[config.mk]
export PLATFORM = sky130hd
export DESIGN_NAME = stable_priority_insert_queue_top
export DESIGN_NICKNAME = d
export VERILOG_FILES = /design/src/spiq_pkg.sv /design/src/stable_priority_insert_queue_top.sv /design/src/spiq_ram.sv /design/src/spiq_ctrl.sv
export SDC_FILE = /design/constraint.sdc
export NUM_CORES = 1
export LEC_CHECK = 0
export ABC_AREA = 1
export BUFFER_PORTS_ARGS = -buffer_cell sky130_fd_sc_hd__buf_2
export CAP_MARGIN = 20
export CORE_MARGIN = 2
export CORE_UTILIZATION = 30
export CTS_CLUSTER_SIZE = 28
export DETAILED_ROUTE_END_ITERATION = 10
export PLACE_DENSITY = 0.51
export SYNTH_ARGS = -nofsm -noshare
export SYNTH_HDL_FRONTEND = slang
export SYNTH_HIERARCHICAL = 1
export SYNTH_SLANG_ARGS = --single-unit
[constraint.sdc]
create_clock -name clk -period 7.56 [get_ports clk]
set_clock_uncertainty 0.1 [all_clocks]
set_input_delay 0.378 -clock clk [delete_from_list [all_inputs] [get_ports clk]]
set_output_delay 0.378 -clock clk [all_outputs]
set_load 0.01 [all_outputs]
[src/spiq_pkg.sv]
// ----------------------------------------------------------------------------
// spiq_pkg
// Shared types and constants for the stable priority insert queue.
// ----------------------------------------------------------------------------
package spiq_pkg;

  localparam int DEPTH_DEF = 16;
  localparam int PRIO_W    = 3;
  localparam int DATA_W    = 32;
  localparam int WORD_W    = PRIO_W + DATA_W;

  localparam logic [PRIO_W-1:0] PRIO_MAX = 3'd5;

  localparam logic OP_INSERT = 1'b0;
  localparam logic OP_DUMP   = 1'b1;

  typedef enum logic [1:0] {
    ST_ENTRY   = 2'd0,
    ST_EMPTY   = 2'd1,
    ST_FULL    = 2'd2,
    ST_INVALID = 2'd3
  } status_t;

  // result word control, sequencer -> top level output stage
  typedef struct packed {
    logic    valid;
    status_t status;
    logic    last;
    logic    from_ram;
  } res_ctl_t;

endpackage

[src/stable_priority_insert_queue_top.sv]
// ----------------------------------------------------------------------------
// stable_priority_insert_queue_top
// Sorted priority queue with stable insertion and in-order dump.
// ----------------------------------------------------------------------------
// Insert (in_operation 0) keeps busy high while the sequencer walks from the
// tail, one read-compare-write step (S_INS_RD, then S_INS_CMP) per entry it
// looks at, through the one RAM: each stored entry with a higher priority
// than the new one, and then the first one that is not, unless the new entry
// lands at the head. Invalid, full and empty-dump cases keep busy low and
// give one word, with out_last set, in the cycle after the accepting edge. A
// dump keeps busy high while it emits one word per cycle; the first word
// also passes the registered RAM read, so it comes later than a status word
// would, and the last word shows in the cycle after busy falls. out_valid is
// a one-cycle strobe; the receiver must take every word as it comes. The
// store needs no clearing pass after reset: only entries below the fill
// count are ever read.
// ----------------------------------------------------------------------------
module stable_priority_insert_queue_top #(
  parameter int DEPTH = spiq_pkg::DEPTH_DEF
) (
  input  logic                               clk,
  input  logic                               rst_n,
  input  logic                               start,
  output logic                               busy,
  input  logic                               in_operation,
  input  logic [spiq_pkg::PRIO_W-1:0]        in_priority_req,
  input  logic signed [spiq_pkg::DATA_W-1:0] in_payload,
  output logic                               out_valid,
  output logic [1:0]                         out_status,
  output logic [spiq_pkg::PRIO_W-1:0]        out_entry_priority,
  output logic signed [spiq_pkg::DATA_W-1:0] out_entry_payload,
  output logic                               out_last
);

  import spiq_pkg::*;

  localparam int AW = $clog2(DEPTH);

  logic              wr_en;
  logic [AW-1:0]     wr_addr;
  logic [WORD_W-1:0] wr_data;
  logic [AW-1:0]     rd_addr;
  logic [WORD_W-1:0] rd_data;
  res_ctl_t          res;

  spiq_ctrl #(
    .DEPTH(DEPTH)
  ) u_ctrl (
    .clk    (clk),
    .rst_n  (rst_n),
    .start  (start),
    .busy   (busy),
    .op     (in_operation),
    .prio   (in_priority_req),
    .data   (DATA_W'(unsigned'(in_payload))),
    .wr_en  (wr_en),
    .wr_addr(wr_addr),
    .wr_data(wr_data),
    .rd_addr(rd_addr),
    .rd_data(rd_data),
    .res    (res)
  );

  spiq_ram #(
    .WIDTH(WORD_W),
    .DEPTH(DEPTH)
  ) u_store (
    .clk    (clk),
    .wr_en  (wr_en),
    .wr_addr(wr_addr),
    .wr_data(wr_data),
    .rd_addr(rd_addr),
    .rd_data(rd_data)
  );

  // status words carry zero priority and data
  assign out_valid          = res.valid;
  assign out_status         = res.status;
  assign out_last           = res.last;
  assign out_entry_priority = res.from_ram ? rd_data[WORD_W-1:DATA_W] : '0;
  assign out_entry_payload  = res.from_ram ? signed'(rd_data[DATA_W-1:0]) : '0;

endmodule

[src/spiq_ram.sv]
// ----------------------------------------------------------------------------
// spiq_ram
// Generic single-write, single-read RAM with registered read data.
// ----------------------------------------------------------------------------
module spiq_ram #(
  parameter int WIDTH = 8,
  parameter int DEPTH = 16
) (
  input  logic                     clk,
  input  logic                     wr_en,
  input  logic [$clog2(DEPTH)-1:0] wr_addr,
  input  logic [WIDTH-1:0]         wr_data,
  input  logic [$clog2(DEPTH)-1:0] rd_addr,
  output logic [WIDTH-1:0]         rd_data
);

  logic [WIDTH-1:0] mem [DEPTH];
  logic [WIDTH-1:0] rd_data_r;

  always_ff @(posedge clk) begin
    if (wr_en) begin
      mem[wr_addr] <= wr_data;
    end
    rd_data_r <= mem[rd_addr];
  end

  assign rd_data = rd_data_r;

endmodule

[src/spiq_ctrl.sv]
// ----------------------------------------------------------------------------
// spiq_ctrl
// Sequencer: walks the store from the tail with one read-compare-write unit
// for inserts, and streams the store out for dumps.
// ----------------------------------------------------------------------------
module spiq_ctrl #(
  parameter int DEPTH = spiq_pkg::DEPTH_DEF
) (
  input  logic                          clk,
  input  logic                          rst_n,
  input  logic                          start,
  output logic                          busy,
  input  logic                          op,
  input  logic [spiq_pkg::PRIO_W-1:0]   prio,
  input  logic [spiq_pkg::DATA_W-1:0]   data,
  output logic                          wr_en,
  output logic [$clog2(DEPTH)-1:0]      wr_addr,
  output logic [spiq_pkg::WORD_W-1:0]   wr_data,
  output logic [$clog2(DEPTH)-1:0]      rd_addr,
  input  logic [spiq_pkg::WORD_W-1:0]   rd_data,
  output spiq_pkg::res_ctl_t            res
);

  import spiq_pkg::*;

  localparam int AW = $clog2(DEPTH);
  localparam int CW = $clog2(DEPTH + 1);
  localparam logic [CW-1:0] FULL_CNT = CW'(DEPTH);

  typedef enum logic [1:0] {
    S_IDLE,
    S_INS_RD,
    S_INS_CMP,
    S_DUMP
  } state_t;

  state_t            state_r, state_nxt;
  logic [CW-1:0]     cnt_r, cnt_nxt;
  logic [CW-1:0]     idx_r, idx_nxt;
  logic [PRIO_W-1:0] prio_r, prio_nxt;
  logic [DATA_W-1:0] data_r, data_nxt;
  res_ctl_t          res_r, res_nxt;

  logic [PRIO_W-1:0] rd_prio;
  logic              moves_up;
  logic [CW-1:0]     idx_dec;

  assign rd_prio  = rd_data[WORD_W-1:DATA_W];
  // shared compare: stored entry ranks strictly after the new one
  assign moves_up = (rd_prio > prio_r);
  assign idx_dec  = idx_r - CW'(1);

  always_comb begin
    state_nxt = state_r;
    cnt_nxt   = cnt_r;
    idx_nxt   = idx_r;
    prio_nxt  = prio_r;
    data_nxt  = data_r;
    res_nxt   = '0;
    wr_en     = 1'b0;
    wr_addr   = idx_r[AW-1:0];
    wr_data   = {prio_r, data_r};
    rd_addr   = idx_r[AW-1:0];

    case (state_r)
      S_IDLE: begin
        if (start) begin
          prio_nxt = prio;
          data_nxt = data;
          if (op == OP_DUMP) begin
            if (cnt_r == '0) begin
              res_nxt = '{valid: 1'b1, status: ST_EMPTY, last: 1'b1, from_ram: 1'b0};
            end else begin
              idx_nxt   = '0;
              state_nxt = S_DUMP;
            end
          end else if (prio > PRIO_MAX) begin
            res_nxt = '{valid: 1'b1, status: ST_INVALID, last: 1'b1, from_ram: 1'b0};
          end else if (cnt_r == FULL_CNT) begin
            res_nxt = '{valid: 1'b1, status: ST_FULL, last: 1'b1, from_ram: 1'b0};
          end else begin
            idx_nxt   = cnt_r;
            state_nxt = S_INS_RD;
          end
        end
      end
      S_INS_RD: begin
        if (idx_r == '0) begin
          wr_en     = 1'b1;
          cnt_nxt   = cnt_r + CW'(1);
          state_nxt = S_IDLE;
        end else begin
          rd_addr   = idx_dec[AW-1:0];
          state_nxt = S_INS_CMP;
        end
      end
      S_INS_CMP: begin
        wr_en = 1'b1;
        if (moves_up) begin
          wr_data   = rd_data;
          idx_nxt   = idx_dec;
          state_nxt = S_INS_RD;
        end else begin
          cnt_nxt   = cnt_r + CW'(1);
          state_nxt = S_IDLE;
        end
      end
      S_DUMP: begin
        res_nxt.valid    = 1'b1;
        res_nxt.status   = ST_ENTRY;
        res_nxt.from_ram = 1'b1;
        res_nxt.last     = (idx_r == cnt_r - CW'(1));
        idx_nxt          = idx_r + CW'(1);
        if (res_nxt.last) begin
          state_nxt = S_IDLE;
        end
      end
      default: begin
        state_nxt = S_IDLE;
      end
    endcase
  end

  always_ff @(posedge clk) begin
    if (!rst_n) begin
      state_r <= S_IDLE;
      cnt_r   <= '0;
      idx_r   <= '0;
      res_r   <= '0;
    end else begin
      state_r <= state_nxt;
      cnt_r   <= cnt_nxt;
      idx_r   <= idx_nxt;
      res_r   <= res_nxt;
    end
    prio_r <= prio_nxt;
    data_r <= data_nxt;
  end

  assign busy = (state_r != S_IDLE);
  assign res  = res_r;

endmodule

[After elaboration in Yosys (flattened, before gate mapping)]
Memory sizes are Yosys's and may differ from the RTL's. A register that Yosys moved wholly into a read port is not among the register bits.
Index checks and enable logic that the tools add are counted.
Storage, ports and cells
  input port bits: 39
  output and inout port bits: 40
  memories: 1
  word-level logic and storage cells: 74
  register bits after elaboration: 52
  RAM bits: 560
Memories
  u_store.mem: words 16, bits a word 35, read ports 1, clocked after Yosys merged registers in 1, wr ports 1, RTL line spiq_ram.sv:17  | logic [WIDTH-1:0] mem [DEPTH];
Operators by class
  equal/unequal tests: 13
  reduce and logical (&&, ||, !) cells: 10
  muxes and demuxes: 35
  add/subtract/negate cells: 4
  magnitude comparators: 2
Operator list (count)
  35-bit 2-to-1 mux: 2
  5-bit 2-to-1 mux: 13
  32-bit 2-to-1 mux: 1
  5-bit one-hot mux with 2 select lines: 2
  5-bit one-hot mux with 3 select lines: 1
  2-bit 2-to-1 mux: 7
  5-bit by 1-bit adder with 5-bit output (second input constant): 2
  5-bit zero test: 2
  5-bit by 1-bit subtractor with 5-bit output (second input constant): 2
  3-bit != test (second input constant): 3
  4-bit 2-to-1 mux: 2
  2-bit one-hot mux with 4 select lines: 1
  2-bit by 1-bit != test with 1-bit output (second input constant): 3
  6-bit AND reduction: 1
  5-bit equality test: 1
  5-bit equality test (second input constant): 1
  5-bit AND reduction: 1
  2-bit equality test (second input constant): 2
  1-bit 2-to-1 mux: 4
  2-bit != test (second input constant): 2
  2-bit nonzero test: 2
  3-bit greater-than comparator: 1
  3-bit greater-than comparator (second input constant): 1
  3-bit 2-to-1 mux: 1
  other kinds (6): 6

[Depth between registers and ports, before layout]
Gate-level depths: netlist of the first run.
  word-level depth: 6
  gate-level depth with buffers: 14
  gate-level depth less buffers: 14

[Hierarchy]
The synthesis of the first run kept the hierarchy.
By module, submodules not included
  spiq_ram: seq. area each 17516.8 um^2, area each 24606.1 um^2, times used 1, cells each 2315
  spiq_ctrl: seq. area each 1391.3 um^2, area each 2854.0 um^2, times used 1, cells each 288
  stable_priority_insert_queue_top: seq. area each 0.0 um^2, area each 304.0 um^2, times used 1, cells each 74

[Worst setup path before layout of the first run]
Ideal clock, no wire load.
  path type: reg2reg
  from: register u_ctrl.idx_r[0]
  to: memory u_store/mem[12][0] in the netlist's numbering (enable)
  slack: 4330 ps
  data required time: 7033 ps
  clock period less this slack: 3230 ps
  stages on the path, launching flop included: 7
  library setup time: 427 ps
  path buffers: 0
  data arrival time: 2703 ps
  cell sequence: dfxtp_1 > inv_2 > ha_1 > nand4_2 > a21oi_1 > nand3_1 > nor2_1
Between the ends
  longest elaborated chain between the ends: 5
Ends and longest elaborated chain
  from (decl): RTL line spiq_ctrl.sv:39  | logic [CW-1:0] idx_r, idx_nxt;
  from (signal assigned): RTL line spiq_ctrl.sv:133  | idx_r <= idx_nxt;
  5-bit zero test: RTL line spiq_ctrl.sv:88  | if (idx_r == '0) begin
  1-bit 2-to-1 mux: RTL line spiq_ctrl.sv:88
  1-bit one-hot mux with 2 select lines: RTL line spiq_ctrl.sv:65  | case (state_r)
  via wr_en: RTL line stable_priority_insert_queue_top.sv:39  | logic wr_en;
  1-bit 2-to-1 mux: RTL line spiq_ram.sv:21  | if (wr_en) begin
  1-bit 2-to-1 mux (implied by the code): RTL line spiq_ram.sv:22  | mem[wr_addr] <= wr_data;
  to (decl): RTL line spiq_ram.sv:17
The timed path passes the listed nets, and every way through them passes these cells.

[Worst setup path in the final report of the first run]
  from: register u_ctrl.idx_r[0]
  to: register u_store.rd_data_r[8] (netlist: u_store/rd_data[8]), read port of u_store.mem
Between the ends
  longest elaborated chain between the ends: 3
  elaborated cells between the ends (all ways): 4
  those cells by class: add/sub: 1; mux: 2; reduce/logical: 1
Ends and longest elaborated chain
  5-bit by 1-bit subtractor with 5-bit output / 5-bit zero test (equally long branches): RTL line spiq_ctrl.sv:51, spiq_ctrl.sv:88
  4-bit 2-to-1 mux: RTL line spiq_ctrl.sv:88
  4-bit 2-to-1 mux (*): RTL line spiq_ctrl.sv:65
  via rd_addr[0]: RTL line stable_priority_insert_queue_top.sv:42  | logic [AW-1:0] rd_addr;
  to (decl): RTL line spiq_ram.sv:18  | logic [WIDTH-1:0] rd_data_r;
Mark *: on every way through the listed nets, which the timed path passes. The rest lies on a longest branch.
A chain may end at the register's enable or synchronous reset.

==> summary.txt, run 1 <==
Timing
  – Worst slew margin: 27.9%
  – RSZ-0062 raised after global routing: no
  – Tcrit/Tclk final: 52.4%
  – Final count of negative-setup-slack endpoints: 0
  – Final Critical Period: 3.96 ns
  – Setup TNS: 0 ns
  – Max-slew violations: 0
  – Fmax: 0.252 GHz
  – Worst slew pin tran: 1.08 ns
  – Final Hold Fails: 0

Floorplan
  – Die Height: 308 µm
  – Core area: 91,700 µm²
  – Die area: 95,000 µm²
  – # IOs: 79
  – Initial Util: 30.3%
  – Placement Rows: 111
  – Die W: 308 µm

Setup path
  – CP startpoint kind: flip-flop
  – Crit Path Max Fanout: 191
  – Reg2Reg Depth: 12
  – CP endpoint kind: flip-flop
  – Flop-to-flop setup slack: 3.60 ns
  – Arr. time, crit path: 4.36 ns
  – RR Endpoint: u_store/rd_data[8]
  – Critical setup path kind: flip-flop to flip-flop
  – R2R Path Start: u_ctrl/idx_r[0]
  – WP data required: 7.95 ns

Route
  – DRT iter0 DRCs: 1,203
  – DRC violations left: 0
  – Vias per cell: 4.47
  – Drt pass-1 iters: 5
  – Final ANT Viol Nets: 0
  – DR vias: 17,900
  – WL per Instance: 18.1 µm
  – DRT Wirelength: 72,700 µm

Synthesis
  – Synth cell types: 37
  – Syn. warnings: 6
  – Prevailing post-synth register cell: edfxtp_1
  – Post-Syn Instances: 2,677
  – #FFs+latches synth: 647
  – Cell Area, Synth: 27,800 µm²
  – EDFF count, synth: 595
  – Syn_area_per_cell: 10.4 µm²
  – Synth async-reset ratio: 0%
  – Seq/Total Area, Yosys: 68.1%
  – Post-Syn Nets: 2,727

Clock tree
  – Clock sinks: 647
  – Max Root-Sink Buffers: 3
  – Clock transition at path regs: 0.06 ns
  – # resized after CTS: 0
  – Worst skew pair latency: 0.61 ns
  – CTS buffer count: 73
  – Htree depth: 3
  – Clock root buffer: clkbuf_16
  – CTS tree: built

Layout
  – Register Area: 18,900 µm²
  – # nets final: 2,820
  – Area growth, synth to finish: 16.2%
  – Fraction of layout cells with a size suffix above 1: 10.1%
  – Filler Cell Count: 9,178
  – Area of the multi-input gates: 6570 µm²
  – # diodes: 0

Place
  – Placer congestion estimate: 0.771
  – Post-DP HPWL: 36,200 µm
  – PortBufs: 78

Job
  – Maxcap violations: 0

Worst hold path
  – Worst min-delay path endpoint: u_ctrl/res[0]
  – Hold Startpoint: rst_n
  – Hold Crit Depth: 3
  – Class of the worst hold path: input port to flip-flop

Power
  – Maximum vdd drop: 572 µV
  – Total power: 12.6 mW
  – Pwr Density: 391 nW/µm²
  – Leakage: 13.6 nW

Global routing
  – Pin count of the biggest net entering global routing: 192
  – Total track usage: 15.3%
  – Initial antenna violation count: 1
  – Global route overflow: 0
  – Vias in the first global route: 17,400
  – First-pass GRT wire length: 109,000 µm

Run status
  – Status: finished clean
-- Yosys cell counts (11+ instances only) --
master	n	area share [%]
inv_2	12	0.16
nand2_1	836	11
dfxtp_1	52	3.7
inv_1	476	6.4
edfxtp_1	595	64
clkbuf_1	37	0.50
mux2_1	12	0.49
nor2_1	34	0.46
ha_1	11	0.50
nand3_1	443	8.0
buf_2	70	1.3
a21oi_1	15	0.27
mux2_2	20	0.81
-- through the flow --
step	hold WS, ns	instances	utilization (%)	cell area (µm²)	setup slack [ns]
final	0.0351	4014	35.2	32200	3.60
after floorplan	0.354	2677	-	27800	4.33
after CTS	0.00767	4012	35.2	32200	3.54
after global routing	0.0418	4014	35.2	32200	3.24
after detailed placement	0.430	3843	32.1	29500	3.58
after global placement	0.434	3843	32.1	29500	3.61
-- flip-flops by register name, indices dropped and copies added, names as in the netlist --
signal / count
u_ctrl/cnt_r: 5
u_store/rd_data: 35
u_ctrl/state_r: 2
u_store/mem: 560
u_ctrl/data_r: 32
u_ctrl/res: 5
u_ctrl/idx_r: 5
u_ctrl/prio_r: 3
-- critical path, stage by stage (launching register included) --
cell and delay, ns:
dfxtp_1 0.49, inv_2 0.15, ha_1 0.27, nand4_2 0.13, nand2_2 0.18, xor2_4 0.29
buf_12 0.67, buf_4 0.89, nand2_1 0.13, nand3_1 0.12, nand3_1 0.09, nand3_1 0.13
nand2_1 0.07
-- where the power goes --
group / switching (mW) / internal, mW / total, mW
logic: 3.12 / 1.20 / 4.32
clock network: 1.43 / 2.16 / 3.59
registers: 0.152 / 4.54 / 4.69
total: 4.70 / 7.90 / 12.6
-- per-layer routing --
layer  GRT usage (%)  wire length (µm)
met5               0                 0
met4            4.71              1950
met3            2.27              2970
met2            25.7             34600
met1            20.5             33200
-- cells by family after synthesis --
kind of cell               after synthesis  share of synthesized area, %
adders and majority gates               11                         0.496
buffers and inverters                  616                          8.90
AOI/OAI and AO/OA                       33                         0.676
xor gates and xnor gates                 4                         0.126
muxes                                   32                          1.30
DFF                                    647                          68.1
and+or+nand+nor                       1334                          20.4
-- cells in the final DEF, fill, tap and decap left out, types with 8 or more instances in the layout --
| master | count |
|---|---|
| a21oi_1 | 15 |
| buf_2 | 78 |
| buf_4 | 28 |
| bufinv_16 | 10 |
| clkbuf_1 | 16 |
| clkbuf_16 | 74 |
| clkinv_1 | 13 |
| clkinv_2 | 11 |
| dfxtp_1 | 51 |
| dlygate4sd3_1 | 36 |
| edfxtp_1 | 595 |
| ha_1 | 11 |
| inv_1 | 475 |
| inv_2 | 11 |
| mux2_1 | 12 |
| mux2_2 | 20 |
| nand2_1 | 836 |
| nand3_1 | 442 |
| nor2_1 | 18 |
| nor2_4 | 18 |
| o21ai_0 | 8 |
-- repair_timing --
action / in CTS / in global routing
hold buffers: 36 / 0
buffers inserted: 0 / 0
hold endpoints to repair: 36 / 0
-- final cells by class --
class	instances	area share, %
flip-flops and latches	647	58.6
multi-input cells	1414	20.4
clock buffers	92	6.01
inverters	489	5.73
well taps	1186	4.60
repair buffers	145	3.17
clock inverters	41	1.47
-- worst max path at each step --
stage / from / endpoint / slack [ns] / cells past startpoint
after CTS: u_ctrl/idx_r[0] / u_store/rd_data[8] / 3.54 / 13
after floorplan: u_ctrl/idx_r[0] / u_store/mem[12][0] / 4.33 / 6
after global routing: u_ctrl/idx_r[0] / u_store/rd_data[8] / 3.24 / 12
final: u_ctrl/idx_r[0] / u_store/rd_data[8] / 3.60 / 12
after detailed placement: u_ctrl/idx_r[0] / u_store/rd_data[8] / 3.58 / 12
after global placement: u_ctrl/idx_r[0] / u_store/rd_data[24] / 3.61 / 12
Note: power is estimated with default switching activity, not from simulation.
==> run 2, diff against run 1 <==
--- a/config.mk
+++ b/config.mk
@@ -5,7 +5,7 @@
 export SDC_FILE = /design/constraint.sdc
 export NUM_CORES = 1
 export LEC_CHECK = 0
-export ABC_AREA = 1
+export ABC_AREA = 0
 export BUFFER_PORTS_ARGS = -buffer_cell sky130_fd_sc_hd__buf_2
 export CAP_MARGIN = 20
 export CORE_MARGIN = 2
==> constraint.sdc (replaced) <==
create_clock -name clk -period 3.84 [get_ports clk]
set_clock_uncertainty 0.1 [all_clocks]
set_input_delay 0.192 -clock clk [delete_from_list [all_inputs] [get_ports clk]]
set_output_delay 0.192 -clock clk [all_outputs]
set_load 0.01 [all_outputs]
==> summary.txt, run 2 <==
Clock tree
  – Max Root-Sink Buffers: 3
  – Cts hold-fix bufs: 37
  – Clock root buffer: clkbuf_16
  – Clock sinks: 647
  – # resized after CTS: 0
  – CTS buffer count: 72
  – CTS tree: built
  – Worst skew pair latency: 0.61 ns
  – Htree depth: 3
  – Setup bufs post-CTS: 0
  – Clock transition at path regs: 0.06 ns

Timing
  – Final Critical Period: 3.21 ns
  – Final count of negative-setup-slack endpoints: 0
  – Worst hold slack: 0.0803 ns
  – Worst slew pin tran: 0.934 ns
  – Tcrit/Tclk final: 83.5%
  – RSZ-0062 raised after global routing: no
  – Fmax: 0.312 GHz
  – Worst slew margin: 37.7%
  – Final Hold Fails: 0
  – Max-slew violations: 0
  – Fin worst setup slack: 0.633 ns

Layout
  – Area growth, synth to finish: 19.8%
  – # diodes: 0
  – Final instance area: 30,200 µm²
  – Most common cell after layout, fill and taps aside: edfxtp_1
  – Fraction of layout cells with a size suffix above 1: 29.7%
  – Top reg by flops: u_store/mem
  – # nets final: 1,435
  – Max reg flops: 560
  – Commonest cells after routing, fill and taps aside: edfxtp_1, mux4_2, buf_2

Global routing
  – First-pass GRT wire length: 87,700 µm
  – Global route overflow: 0
  – Initial antenna violation count: 1
  – Pin count of the biggest net entering global routing: 47
  – Total track usage: 14.0%
  – Vias in the first global route: 12,800

Synthesis
  – Most instantiated library cell after synthesis: edfxtp_1
  – Syn_area_per_cell: 20.9 µm²
  – Synth cell types: 58
  – Largest area contributor in the netlist: edfxtp_1
  – EDFF count, synth: 595
  – #FFs+latches synth: 647
  – Synth async-reset ratio: 0%
  – Cell Area, Synth: 25,200 µm²
  – Post-Syn Instances: 1,204
  – Yosys top cell area share: 70.9%
  – Top area cells in the synthesized netlist: edfxtp_1, mux4_2, mux4_1
  – Prevailing post-synth register cell: edfxtp_1
  – Syn. warnings: 6
  – Top cells by count, synth: edfxtp_1, mux4_2, a22oi_1, mux4_1, nand2_1
  – Seq/Total Area, Yosys: 75.0%
  – Post-Syn Nets: 1,254

Worst hold path
  – Hold Crit Depth: 5
  – Class of the worst hold path: input port to flip-flop

Floorplan
  – Core area: 83,400 µm²
  – Die W: 294 µm
  – Die area: 86,400 µm²
  – Initial Util: 30.2%
  – Die Height: 294 µm
  – Placement Rows: 106
  – # IOs: 79

Setup path
  – CP startpoint kind: flip-flop
  – Crit Path Max Fanout: 33
  – Reg2Reg Depth: 10
  – Critical setup path kind: flip-flop to flip-flop
  – WP data required: 4.23 ns
  – CP endpoint kind: flip-flop
  – Arr. time, crit path: 3.59 ns

Route
  – DRT iter0 DRCs: 956
  – Drt pass-1 iters: 7
  – DRT Wirelength: 60,300 µm
  – Final ANT Viol Nets: 0
  – DRC violations left: 0
  – DR vias: 12,300
  – Vias per cell: 4.88
  – WL per Instance: 23.9 µm

Place
  – Worst slack, placed: 0.644 ns
  – Area after DPL: 27,400 µm²
  – Post-DP HPWL: 33,000 µm
  – PortBufs: 78
  – Placer congestion estimate: 0.775

Job
  – Maxcap violations: 0

Power
  – Leakage: 9.79 nW
  – Pwr Density: 745 nW/µm²
  – Total power: 22.5 mW
  – Maximum vdd drop: 486 µV

Run status
  – Status: finished clean
## run 2: through the flow
step                TNS [ns]  cells  util, %
floorplan             -19.23   1204        -
global placement           0   2354     32.8
detailed placement         0   2354     32.8
CTS                        0   2522     36.2
global route               0   2522     36.2
finish                     0   2522     36.2
## run 2: cell type report
type	count	area, µm²
fill	7572	53200
sequential	647	18900
multi-input combinational	474	5910
clock buffer	86	1920
timing repair buffer	173	1520
tap	1080	1350
clock inverter	45	519
inverter	17	63.8
## run 2: layer usage
layer	routed length (µm)	vias up	share of wire (%)	track usage [%]
met3	3150	72	5.2	2.21
met2	29000	350	48	22.7
met1	27100	6521	45	19.5
li1	-	5370	-	-
met4	1090	0	1.8	3.93
met5	0	-	0	0
## run 2: critical path: stages, from the launching register on
cell     delay (ns)
dfxtp_1        0.31
inv_1          0.10
ha_1           0.27
or4b_4         0.52
nand2_4        0.18
xnor2_2        0.17
buf_4          0.25
buf_12         0.26
mux4_1         0.62
a22oi_1        0.19
nand2_1        0.07
## run 2: cell families after synthesis
group / share of synthesized area [%]
AOI/OAI and AO/OA: 3.52
xor gates and xnor gates: 0.452
adders and majority gates: 0.546
buffers and inverters: 2.30
DFF: 75.0
muxes: 14.8
and+or+nand+nor: 3.36
## run 2: path summary, 6_finish.rpt
| kind | start | to | slack (ns) |
|---|---|---|---|
| setup / recovery | u_ctrl/idx_r[0] | u_store/rd_data[24] | 0.63 |
| hold / removal | start | u_ctrl/idx_r[4] | 0.08 |
| hold reg to reg | u_ctrl/cnt_r[1] | u_ctrl/cnt_r[1] | 0.44 |
| setup reg to reg | u_ctrl/idx_r[0] | u_store/rd_data[24] | 0.63 |
## run 2: power breakdown
| part | internal [mW] | switching [mW] |
|---|---|---|
| clock | 4.27 | 2.79 |
| sequential | 8.80 | 0.288 |
| combinational | 2.80 | 3.56 |
| total | 15.9 | 6.64 |
==> run 3, diff against run 2 <==
--- a/config.mk
+++ b/config.mk
@@ -12,7 +12,7 @@
 export CORE_UTILIZATION = 30
 export CTS_CLUSTER_SIZE = 28
 export DETAILED_ROUTE_END_ITERATION = 10
-export PLACE_DENSITY = 0.51
+export PLACE_DENSITY = 0.53
 export SYNTH_ARGS = -nofsm -noshare
 export SYNTH_HDL_FRONTEND = slang
 export SYNTH_HIERARCHICAL = 1
==> constraint.sdc (replaced) <==
create_clock -name clk -period 2.66 [get_ports clk]
set_clock_uncertainty 0.1 [all_clocks]
set_input_delay 0.133 -clock clk [delete_from_list [all_inputs] [get_ports clk]]
set_output_delay 0.133 -clock clk [all_outputs]
set_load 0.01 [all_outputs]
==> summary.txt, run 3 (synthesis gave the netlist of run 2 again) <==
Power
  – Pwr Density: 1080 nW/µm²
  – Total power: 35.3 mW
  – Maximum vdd drop: 892 µV
  – Leakage: 10.8 nW

Layout
  – Final instance area: 32,700 µm²
  – Fraction of layout cells with a size suffix above 1: 40.8%
  – Most common cell after layout, fill and taps aside: edfxtp_1
  – Filler Cell Count: 7,382
  – Area growth, synth to finish: 29.8%
  – Max reg flops: 560
  – Commonest cells after routing, fill and taps aside: edfxtp_1, mux4_2, clkbuf_16
  – Top reg by flops: u_store/mem
  – Register Area: 18,900 µm²
  – # diodes: 0
  – # nets final: 1,577
  – Area of the multi-input gates: 6070 µm²
  – Fin cells: 2,664

Place
  – Post-DP HPWL: 34,800 µm
  – Placed cells: 2,411
  – Worst slack, placed: -0.240 ns
  – PortBufs: 78
  – Area after DPL: 28,100 µm²
  – Placer congestion estimate: 0.764

Setup path
  – Worst path max stage delay: 0.49 ns
  – CP Cell Sequence: inv_4 > ha_4 > or4b_4 > o21ai_1 > and2_4 > or3b_4 > buf_12 > nor2_4 > buf_6 > buf_12 > buf_12
  – Crit Path Max Fanout: 9
  – CP max stage cell: or4b_4
  – CP startpoint kind: flip-flop
  – Critical setup path kind: flip-flop to flip-flop
  – Delay-heaviest family, CP: simple AND/OR/NAND/NOR gates
  – Arr. time, crit path: 3.03 ns
  – CP endpoint kind: flip-flop
  – Buf/Inv on CP: 5
  – WP data required: 2.86 ns
  – Cell mode on critical path: buf_12

Route
  – Vias per cell: 4.93
  – Final ANT Viol Nets: 0
  – DRC violations left: 0
  – DR vias: 13,100
  – Met2 WL: 34,100 µm
  – Highest routing layer actually used: met4
  – WL per Instance: 25.0 µm
  – Met3 WL post-DR: 3330 µm
  – DRT iter0 DRCs: 1,303
  – Drt pass-1 iters: 5
  – M1 WL: 28,000 µm
  – DRT Wirelength: 66,600 µm

Run status
  – Violated checks: setup timing
  – Status: finished, violations left

Floorplan
  – # IOs: 79
  – Initial Util: 30.2%
  – Placement Rows: 106
  – Die W: 294 µm
  – Die Height: 294 µm
  – Die area: 86,400 µm²
  – Core area: 83,400 µm²

Clock tree
  – Clock root buffer: clkbuf_16
  – Htree depth: 3
  – Worst skew pair latency: 0.61 ns
  – Clock transition at path regs: 0.06 ns
  – Max Root-Sink Buffers: 3
  – CTS buffer count: 70
  – CTS tree: built
  – Clock sinks: 647

Timing
  – RSZ-0062 raised after global routing: yes
  – Tcrit/Tclk final: 107%
  – Worst slew pin tran: 0.558 ns
  – Final Critical Period: 2.83 ns
  – Fmax: 0.353 GHz
  – Fin worst setup slack: -0.173 ns
  – Max-slew violations: 0
  – Final count of negative-setup-slack endpoints: 206
  – Final Hold Fails: 0
  – Worst slew margin: 62.8%
  – Worst hold slack: 0.141 ns

Global routing
  – Pin count of the biggest net entering global routing: 29
  – Global route overflow: 0
  – Total track usage: 14.3%
  – Vias in the first global route: 13,300
  – Initial antenna violation count: 1
  – First-pass GRT wire length: 90,400 µm

Worst hold path
  – Class of the worst hold path: input port to flip-flop

Job
  – Maxcap violations: 0
run 3: final timing paths:
path                   startpoint                  to  slack (ns)  depth (start not counted)
hold / removal     in_payload[29]   u_ctrl/data_r[29]        0.14                          2
setup / recovery  u_ctrl/idx_r[0]  u_store/mem[2][15]       -0.17                         11
hold reg to reg   u_ctrl/cnt_r[1]     u_ctrl/cnt_r[1]        0.45                          2
setup reg to reg  u_ctrl/idx_r[0]  u_store/mem[2][15]       -0.17                         11
run 3: cell type report:
| class | instances | area share, % |
|---|---|---|
| Clock buffer | 96 | 6.12 |
| Clock inverter | 33 | 0.826 |
| Inverter | 17 | 0.203 |
| Multi-Input combinational cell | 474 | 18.5 |
| Sequential cell | 647 | 57.8 |
| Tap cell | 1080 | 4.13 |
| Timing Repair Buffer | 317 | 12.4 |
run 3: report_power, final:
group | switching (mW) | internal (mW) | leakage [nW] | total (mW)
Sequential | 0.372 | 12.7 | 5.80 | 13.1
Clock | 3.96 | 5.60 | 1.11 | 9.56
Combinational | 6.20 | 6.42 | 3.89 | 12.6
Total | 10.5 | 24.7 | 10.8 | 35.3
run 3: repair_timing:
action | CTS | global route
pin swaps | 40 | 26
gates cloned | 12 | 30
gates resized for setup | 124 | 58
endpoints found under the setup margin | 194 | 502
hold endpoints to repair | 43 | 0
setup buffers | 27 | 24
hold buffers | 39 | 0
run 3: layer usage:
| metal | vias to the layer above | global-route usage, % |
|---|---|---|
| met2 | 395 | 24.8 |
| met4 | 0 | 4.53 |
| met1 | 7005 | 18.5 |
| li1 | 5652 | - |
| met5 | - | 0 |
| met3 | 80 | 2.15 |
run 3: per-stage QoR:
step / utilization (%) / setup TNS (ns)
2_1_floorplan: - / -105.78
3_3_place_gp: 33.7 / -9.35
3_5_place_dp: 33.7 / -11.44
4_1_cts: 37.9 / -10.35
5_1_grt: 39.2 / -36.97
6_report: 39.2 / -13.13
